`src/rtl/cbd_pkg.sv`:
```
// cbd_pkg: shared types, address map constants and the read decode function
// for the cpu bus decoder with sprite dma
// no dependencies
`default_nettype none

package cbd_pkg;

	// bus command codes
	typedef enum logic [1:0] {
		CMD_READ  = 2'd0,
		CMD_WRITE = 2'd1,
		CMD_TICK  = 2'd2
	} cmd_t;

	// where the byte of a read comes from
	typedef enum logic [2:0] {
		SRC_NONE  = 3'd0,
		SRC_CART  = 3'd1,
		SRC_RAM   = 3'd2,
		SRC_PPU   = 3'd3,
		SRC_FF    = 3'd4,
		SRC_LATCH = 3'd5
	} src_t;

	// address map
	localparam logic [15:0] RAM_TOP     = 16'h1FFF;
	localparam logic [15:0] PPU_LO      = 16'h2000;
	localparam logic [15:0] PPU_HI      = 16'h3FFF;
	localparam logic [15:0] IO_FF_LO    = 16'h4000;
	localparam logic [15:0] IO_FF_HI    = 16'h4017;
	localparam logic [15:0] OAM_DMA     = 16'h4014;
	localparam logic [15:0] IO_ZERO_LO  = 16'h4018;
	localparam logic [15:0] IO_ZERO_HI  = 16'h401F;
	localparam logic [7:0]  IO_FF_BYTE  = 8'hFF;
	localparam int          PPU_REG_W   = 3;
	localparam logic [7:0]  LAST_INDEX  = 8'hFF;

	// dma controller result for one word
	typedef struct packed {
		logic        fetch;
		logic        put;
		logic [7:0]  oam_index;
		logic [15:0] src_addr;
		logic        busy;
		logic [15:0] source;
	} dma_act_t;

	// decode a read address into its data source
	function automatic src_t read_src(logic [15:0] a, logic hit);
		src_t s;
		if (hit) begin
			s = SRC_CART;
		end else if (a <= RAM_TOP) begin
			s = SRC_RAM;
		end else if (a >= PPU_LO && a <= PPU_HI) begin
			s = SRC_PPU;
		end else if (a >= IO_FF_LO && a <= IO_FF_HI) begin
			s = SRC_FF;
		end else if (a >= IO_ZERO_LO && a <= IO_ZERO_HI) begin
			s = SRC_NONE;
		end else begin
			s = SRC_LATCH;
		end
		return s;
	endfunction

endpackage

`default_nettype wire

```
`src/rtl/cbd_dma.sv`:
```
// cbd_dma: sprite dma control state (page, index, running, wait and fetched-byte flags)
// depends on cbd_pkg
`default_nettype none

module cbd_dma (
	input  wire logic              clk,
	input  wire logic              arst_n,
	input  wire logic              acc,
	input  wire logic [1:0]        cmd,
	input  wire logic [15:0]       addr,
	input  wire logic [7:0]        wdata,
	input  wire logic              cart_hit,
	input  wire logic              cycle_odd,
	output cbd_pkg::dma_act_t      act
);

	logic [7:0] page_q;
	logic [7:0] index_q;
	logic       running_q;
	logic       waiting_q;
	logic       byte_valid_q;

	logic [7:0] page_d;
	logic [7:0] index_d;
	logic       running_d;
	logic       waiting_d;
	logic       byte_valid_d;
	logic       fetch;
	logic       put;

	// next state for the current word
	always_comb begin
		page_d       = page_q;
		index_d      = index_q;
		running_d    = running_q;
		waiting_d    = waiting_q;
		byte_valid_d = byte_valid_q;
		fetch        = 1'b0;
		put          = 1'b0;
		if (cmd == cbd_pkg::CMD_WRITE && !cart_hit && addr == cbd_pkg::OAM_DMA) begin
			page_d       = wdata;
			index_d      = 8'd0;
			running_d    = 1'b1;
			waiting_d    = 1'b1;
			byte_valid_d = 1'b0;
		end else if (cmd == cbd_pkg::CMD_TICK && running_q) begin
			if (waiting_q) begin
				if (!cycle_odd) begin
					waiting_d = 1'b0;
				end
			end else if (!cycle_odd) begin
				fetch        = 1'b1;
				byte_valid_d = 1'b1;
			end else if (byte_valid_q) begin
				put          = 1'b1;
				byte_valid_d = 1'b0;
				index_d      = index_q + 8'd1;
				if (index_q == cbd_pkg::LAST_INDEX) begin
					running_d = 1'b0;
					waiting_d = 1'b0;
				end
			end
		end
	end

	// state registers
	always_ff @(posedge clk or negedge arst_n) begin
		if (!arst_n) begin
			page_q       <= 8'd0;
			index_q      <= 8'd0;
			running_q    <= 1'b0;
			waiting_q    <= 1'b0;
			byte_valid_q <= 1'b0;
		end else if (acc) begin
			page_q       <= page_d;
			index_q      <= index_d;
			running_q    <= running_d;
			waiting_q    <= waiting_d;
			byte_valid_q <= byte_valid_d;
		end
	end

	assign act.fetch     = fetch;
	assign act.put       = put;
	assign act.oam_index = index_q;
	assign act.src_addr  = {page_q, index_q};
	assign act.busy      = running_d;
	assign act.source    = {page_d, index_d};

	// a put only follows a fetch
	assert property (@(posedge clk) disable iff (!arst_n)
		acc && put |-> byte_valid_q)
		else $error("put without fetched byte");

	// waiting only while running
	assert property (@(posedge clk) disable iff (!arst_n)
		waiting_q |-> running_q)
		else $error("dma waiting while idle");

	// no fetch or put while waiting for the first even tick
	assert property (@(posedge clk) disable iff (!arst_n)
		waiting_q |-> !fetch && !put)
		else $error("dma transfer during wait");

endmodule

`default_nettype wire

```
`config.mk`:
```
export PLATFORM = sky130hd
export DESIGN_NAME = cbd_dma
export DESIGN_NICKNAME = d
export VERILOG_FILES = /design/src/rtl/cbd_pkg.sv /design/src/rtl/cbd_dma.sv
export SDC_FILE = /design/constraint.sdc
export NUM_CORES = 1
export LEC_CHECK = 0
export ABC_AREA = 1
export BUFFER_PORTS_ARGS = -buffer_cell sky130_fd_sc_hd__buf_2
export CAP_MARGIN = 20
export CORE_MARGIN = 2
export CORE_UTILIZATION = 29
export DETAILED_ROUTE_END_ITERATION = 6
export GPL_TIMING_DRIVEN = 1
export HOLD_SLACK_MARGIN = 0.15
export PLACE_DENSITY = 0.57
export SLEW_MARGIN = 20
export SYNTH_ARGS = -nofsm -noshare
export SYNTH_HDL_FRONTEND = slang
export SYNTH_SLANG_ARGS = --single-unit
export TNS_END_PERCENT = 10
```
`constraint.sdc`:
```
create_clock -name clk -period 3.56 [get_ports clk]
set_input_delay 0.178 -clock clk [delete_from_list [all_inputs] [get_ports clk]]
set_output_delay 0.178 -clock clk [all_outputs]
set_load 0.01 [all_outputs]
```
# Word-level counts from Yosys, hierarchy flattened
# Index checks and enable logic that the tools add are counted.
[word_totals]
wordCells = 46
out_inout_bits = 43
register_bits = 19
inputBits = 31
[classes]
n_reduce_logical = 7
mux = 28
addsub = 1
n_eq_ne = 5
[ops]
columns = ["operator", "n"]
rows = [
  ["$mux 8", 6],
  ["$mux 1", 22],
  ["$eq 16x15->1 const B", 1],
  ["$add 8x1->8 const B", 1],
  ["$eq 8x8->1 const B", 1],
  ["$logic_and 1x1->1", 3],
  ["$reduce_and 3->1", 1],
  ["$eq 2x1->1 const B", 1],
  ["$eq 2x2->1 const B", 1],
  ["$ne 2x1->1 const B", 1],
  ["$reduce_and 2->1", 1],
  ["$reduce_bool 2->1", 1],
  ["$logic_not 1->1", 1],
]

# Longest topological paths before layout
# Gate-level depths: netlist (run 1).
[logic_depth]
depth_word = 7
mapped_depth = 9
depth_no_buf = 9

# Least setup slack after synthesis (run 1)
# OpenSTA, ideal clock, no wires.
[synth_timing]
path_kind = "register -> output"
start = "register index_q[0]"
end = "output act[16] in the netlist's numbering"
required_time_ns = 3.382
t_arrival_ns = 1.430
path_stages_with_launch = 8
path_slack_ns = 1.952
path_buffers = 1
cell_sequence = "dfrtp_1 > ha_1 > nand3_1 > nor2_1 > nand3_1 > o21ai_0 > nand2_1 > buf_4"
[synth_between]
elab_chain_cells = 7
[synth_rtl]
columns = ["element", "line", "text"]
rows = [
  ["start: declaration", "cbd_dma.sv:18", "logic [7:0] index_q;"],
  ["start signal: assignment", "cbd_dma.sv:76", "index_q <= index_d;"],
  ["$eq 8x8->1", "cbd_dma.sv:58", "if (index_q == cbd_pkg::LAST_INDEX) begin"],
  ["$mux 1", "cbd_dma.sv:58", ""],
  ["$mux 1", "cbd_dma.sv:54", "end else if (byte_valid_q) begin"],
  ["$mux 1", "cbd_dma.sv:51", "end else if (!cycle_odd) begin"],
  ["$mux 1", "cbd_dma.sv:47", "if (waiting_q) begin"],
  ["$mux 1", "cbd_dma.sv:46", "end else if (cmd == cbd_pkg::CMD_TICK && running_q) begin"],
  ["$mux 1", "cbd_dma.sv:40", "if (cmd == cbd_pkg::CMD_WRITE && !cart_hit && addr == cbd_pkg::OAM_DMA) begin"],
  ["end: declaration", "cbd_dma.sv:14", "output cbd_pkg::dma_act_t act"],
]
# No other way between the ends.

==> out/metrics.cfg, run 1 <==
[sta]
final-setup-viol-count = 0
hold_violations = 0
min_period_over_period_pct = 57.43
period_minus_slack_ps = 2044
timing.clock.skew_ps = 3.951
setup_tns_ps = 0
relSlewSlack_pct = 70.19
rsz0062_at_grt = false
fmax_ghz = 0.4891
tightest_slew_ps = 446.6
drv_slew = 0

[worst_setup_path]
crit_fanout = 7
rrSetupSlack_ps = 1980
path_class = flip-flop to output port
worst-endpoint-arrival_ps = 1870
crit_path_start_kind = flip-flop
setup.worst_path.end_class = output port
crit_required_ps = 3380

[routing]
routed_via_density = 4.478
firstDrtPassIters = 4
wl_um = 3373
drc_errors = 0
wire_per_inst_um = 10.67
ant_nets = 0
vias = 1415
drtIter0Drc = 47

[yosys]
synthMuxAreaShare_pct = 0
yosys.area_share.simple_pct = 39.08
yosysWarnings = 0
syn_avg_cell_area_sq_um = 6.642
syn_nets = 233
netlist_area_sq_um = 1335
ys_top_cells_by_area = dfrtp_1, nand2_1, inv_1
synth_compound_area_share_pct = 9.185
yosys.area_share.xor_xnor_pct = 0
seq_area_frac_synth_pct = 35.61
synth.distinct_cells = 22
synth_top_family_by_area = simple AND/OR/NAND/NOR gates
synthCells = 201
synth_fa_ha_area_share_pct = 0.9372
synth_area_leader_cell = dfrtp_1
synth_top_area_share_pct = 35.61
ys_ff_latch = 19

[floorplanning]
die_w_um = 71.85
die_area_sq_um = 5162
core_sq_um = 4384
start_util_pct = 30.45
die_h_um = 71.85
rows = 24
ios = 74

[clock_tree]
h-tree-depth = 1
ctsLongestPathBuffers = 2
cts_resized = 0
clock-sinks = 19
clock_latency_ps = 260
cts_buffers = 3
path_clk_slew_ps = 80
tritoncts = yes
root_buffer = clkbuf_8

[final_layout]
final_area_sq_um = 1720
antenna_cells = 0
fillerInstances = 465
syn2layout_area_growth_pct = 28.87
layout.nets = 297
drive_gt1_share_pct = 32.95

[placement]
place_hpwl_um = 2642
portBuffers = 73
gp_congestion = 0.7990
placed_cell_area_sq_um = 1664

[global_routing]
overflow = 0
grt_first_pass_wirelength_um = 5699
antenna_found_initial = 0
grt_max_degree = 20
grt_pass1_vias = 1280
track_usage_pct = 13.63

[pwr]
irDropWorstVdd_uv = 155.3
p_total_w = 0.0005880
powerDensity_nw_per_um2 = 341.8
leakage_nw = 1.021

[status]
status = finished clean

[worst_hold_path]
hold_class = input pin to flip-flop

[job]
cap_violations = 0

-- state kept, by name, indices dropped and copies added (netlist names) --
register,count
index_q,8
page_q,8
byte_valid_q,1
running_q,1
waiting_q,1
-- Yosys cell counts (all sizes together) --
cell type	number
nor2	24
nand4	8
clkbuf	1
o21bai	1
or2	1
inv	27
dfrtp	19
nor3	3
nand3b	1
nand3	14
buf	14
o21ai	23
nand2	64
ha	1
-- final cells by class --
cell class,instances,area (sq um),area share [%]
well taps,52,65.06,3.782
repair buffers,74,375.4,21.82
clock buffers,3,41.29,2.400
multi-input cells,140,656.9,38.18
inverters,27,101.3,5.891
flip-flops and latches,19,475.5,27.64
clock inverters,1,5.005,0.2909
-- cells by family (layout without fill, tap and decap cells) --
kind of cell,count (synthesis),after routing
AOI/OAI and AO/OA,24,24
adders and majority gates,1,1
buffers and inverters,42,105
DFF,19,19
and+or+nand+nor,115,115
-- where the power goes --
group	total [W]	switching, W	leakage [nW]	internal, W
logic	0.000169	0.0000979	0.743	0.0000709
clock network	0.000153	0.0000754	0.0255	0.0000778
registers	0.000266	0.0000290	0.253	0.000237
total	0.000588	0.000202	1.02	0.000386
-- worst max-delay path, cell delays in order, from the launching register on --
cell and delay [ps]:
dfrtp_1 440, ha_1 230, nand3_1 90, nor2_1 230
nand3_1 130, o21ai_0 240, nand2_1 100, buf_2 150
-- cells in the final DEF (no fill, tap or decap) --
cell type and n:
buf_2 73, nand2_1 63, inv_1 26, nor2_1 20, dfrtp_1 19, o21ai_1 17, nand3_1 13, nand4_1 7
o21ai_0 6, nor2_2 4, clkbuf_8 3, nor3_2 2, nand3b_1 1, nand2_2 1, nand3_2 1, inv_2 1
o21bai_1 1, or2_0 1, nand4_4 1, nor3_1 1, ha_1 1, clkinv_2 1, dlygate4sd3_1 1
-- worst paths after layout --
| check | startpoint | endpoint | cells past startpoint |
|---|---|---|---|
| worst max-delay path | index_q[0] | act[16] | 7 |
| worst min-delay path | wdata[2] | page_q[2] | 3 |
| worst max register to register | index_q[0] | running_q | 6 |
| worst min register to register | page_q[7] | page_q[7] | 2 |
| max in group asynchronous | arst_n | index_q[5] | 2 |
| min in group asynchronous | arst_n | page_q[2] | 2 |
-- repair_timing --
| action | CTS | global route |
|---|---|---|
| hold buffers | 1 | 0 |
| setup buffers | 0 | 0 |
| hold endpoints to repair | 19 | 0 |
-- stage by stage --
step	hold WS, ps	utilization [%]	setup WS (ps)	cells
after floorplan	-117.6	-	1952	201
after global placement	155.0	37.96	1850	311
after detailed placement	153.7	37.96	1811	311
after CTS	170.3	39.24	1516	316
after global routing	165.2	39.24	1293	316
final	173.5	39.24	1516	316
-- metal layers --
metal  routed length [um]  global-route usage (%)  part of all wire [%]  up-vias
li1                     -                       -                     -      757
met2                 1550                   20.99                    46       36
met3                  174                   1.688                   5.2        2
met5                    0                       0                     0        -
met1                 1620                   19.04                    48      620
met4                   27                   6.289                  0.80        0
No activity file was read; power rests on OpenSTA's default activity.
==> run 2: changes to the inputs <==
Settings changed: PLACE_DENSITY 0.57 to 0.59.
Clock period 3.56 ns to 1.8 ns, I/O delays scaled along.
==> out/metrics.cfg, run 2 (synthesized netlist as in run 1, its figures left out) <==
[worst_setup_path]
crit_fanout = 5
worst-endpoint-arrival_ps = 1610
setup.worst_path.end_class = output port
worst-r2r-cell-count = 8
crit_path_start_kind = flip-flop
crit_required_ps = 1710
r2r-start = index_q[1]
path_class = flip-flop to output port
r2r-end = index_q[4]
rrSetupSlack_ps = 440

[placement]
placed_cell_area_sq_um = 1679
gp_congestion = 0.7969
portBuffers = 73
place_hpwl_um = 2705
placedCellCount = 313

[clock_tree]
clock-sinks = 19
cts_buffers = 3
tritoncts = yes
clock_latency_ps = 250
root_buffer = clkbuf_8
h-tree-depth = 1
path_clk_slew_ps = 70
ctsLongestPathBuffers = 2

[routing]
routed_via_density = 4.538
wl_um = 3652
ant_nets = 0
wire_per_inst_um = 11.10
vias = 1493
drc_errors = 0
firstDrtPassIters = 4
drtIter0Drc = 35

[floorplanning]
rows = 24
core_sq_um = 4384
ios = 74
die_w_um = 71.85
die_h_um = 71.85
die_area_sq_um = 5162
start_util_pct = 30.45

[sta]
final-setup-viol-count = 0
min_period_over_period_pct = 94.35
drv_slew = 0
fmax_ghz = 0.5888
timing.clock.skew_ps = 2.603
hold_violations = 0
tightest_slew_ps = 443.0
holdWs_ps = 172.8
period_minus_slack_ps = 1698
relSlewSlack_pct = 70.47

[final_layout]
layout_commonest_cell = buf_2
layout.nets = 310
syn2layout_area_growth_pct = 43.86
fillerInstances = 467
drive_gt1_share_pct = 38.27
layout_common_cells = buf_2, nand2_1, inv_1
final_area_sq_um = 1921
stdcell_count = 329
largestRegisters = index_q: 8 flops, page_q: 8 flops
antenna_cells = 0

[pwr]
clkPwrFrac_pct = 23.7
p_switching_w = 0.0004355
p_comb_share_pct = 32.7
p_int_w = 0.0008101
p_seq_share_pct = 43.6
leakage_nw = 1.080
powerDensity_nw_per_um2 = 648.6
irDropWorstVdd_uv = 270.7
switching_share_pct = 34.96

[job]
cap_violations = 0

[global_routing]
grt_first_pass_wirelength_um = 5740
track_usage_pct = 13.90
antenna_found_initial = 0
overflow = 0
grt_max_degree = 20
grt_pass1_vias = 1311

[worst_hold_path]
hold_class = input pin to flip-flop
hold_depth = 3
whs_endpoint = index_q[2]
min_from = acc

[status]
status = finished clean

## run 2: changes by cell type in the layout (fill, tap and decap cells not counted), sizes merged
cell and delta:
dlygate4sd3 +9, buf +4
## run 2: final cells by class
class	count	area, sq um	area share [%]
clock inverters	1	5.005	0.2606
repair buffers	87	499.2	25.99
inverters	27	101.3	5.277
flip-flops and latches	19	479.2	24.95
well taps	52	65.06	3.388
multi-input cells	140	729.5	37.98
clock buffers	3	41.29	2.150
## run 2: worst max-delay path: stages, from the launching register on
cell     delay, ps
dfrtp_2        420
ha_4           170
nand3_4         80
nor2_4         140
buf_6          110
nand3_2         70
nand2_2         90
nand2_2         50
nor2_2          90
buf_2          130
## run 2: how the worst max path moves through the flow
stage	startpoint	to	slack, ps
4_1_cts	index_q[1]	act[6]	2
3_5_place_dp	index_q[0]	act[16]	260
2_1_floorplan	index_q[0]	act[16]	280
3_3_place_gp	index_q[0]	act[16]	280
6_report	index_q[1]	act[6]	100
5_1_grt	index_q[1]	act[6]	-2
## run 2: per-stage QoR
stage	power [W]	setup slack [ps]	util, %	TNS [ps]
after floorplan	0.0007510	280.1	-	0
after global placement	0.0008795	282.5	38.30	0
after detailed placement	0.0008790	257.5	38.30	0
after CTS	0.001197	1.729	41.67	0
after global routing	0.001339	-2.444	43.81	-2.444
final	0.001246	101.8	43.81	0
## run 2: what timing repair did
action | in CTS | in global routing
resized for setup | 2 | 21
hold buffers | 10 | 0
setup endpoints to repair | 3 | 7
pin swaps | 0 | 6
setup buffers | 0 | 2
hold endpoints to repair | 28 | 0
## run 2: power groups by stage
stage	combinational [W]	sequential [W]	clock, W
after floorplan	0.000212	0.000539	0
final	0.000408	0.000543	0.000295
after global routing	0.000455	0.000552	0.000333
after CTS	0.000363	0.000528	0.000306
after global placement	0.000347	0.000533	0
after detailed placement	0.000344	0.000535	0
## run 2: per-layer routing
metal	GRT usage [%]	routed length (um)
met1	18.44	1621
met2	23.15	1826
met3	1.266	160
met4	5.870	44
met5	0	0
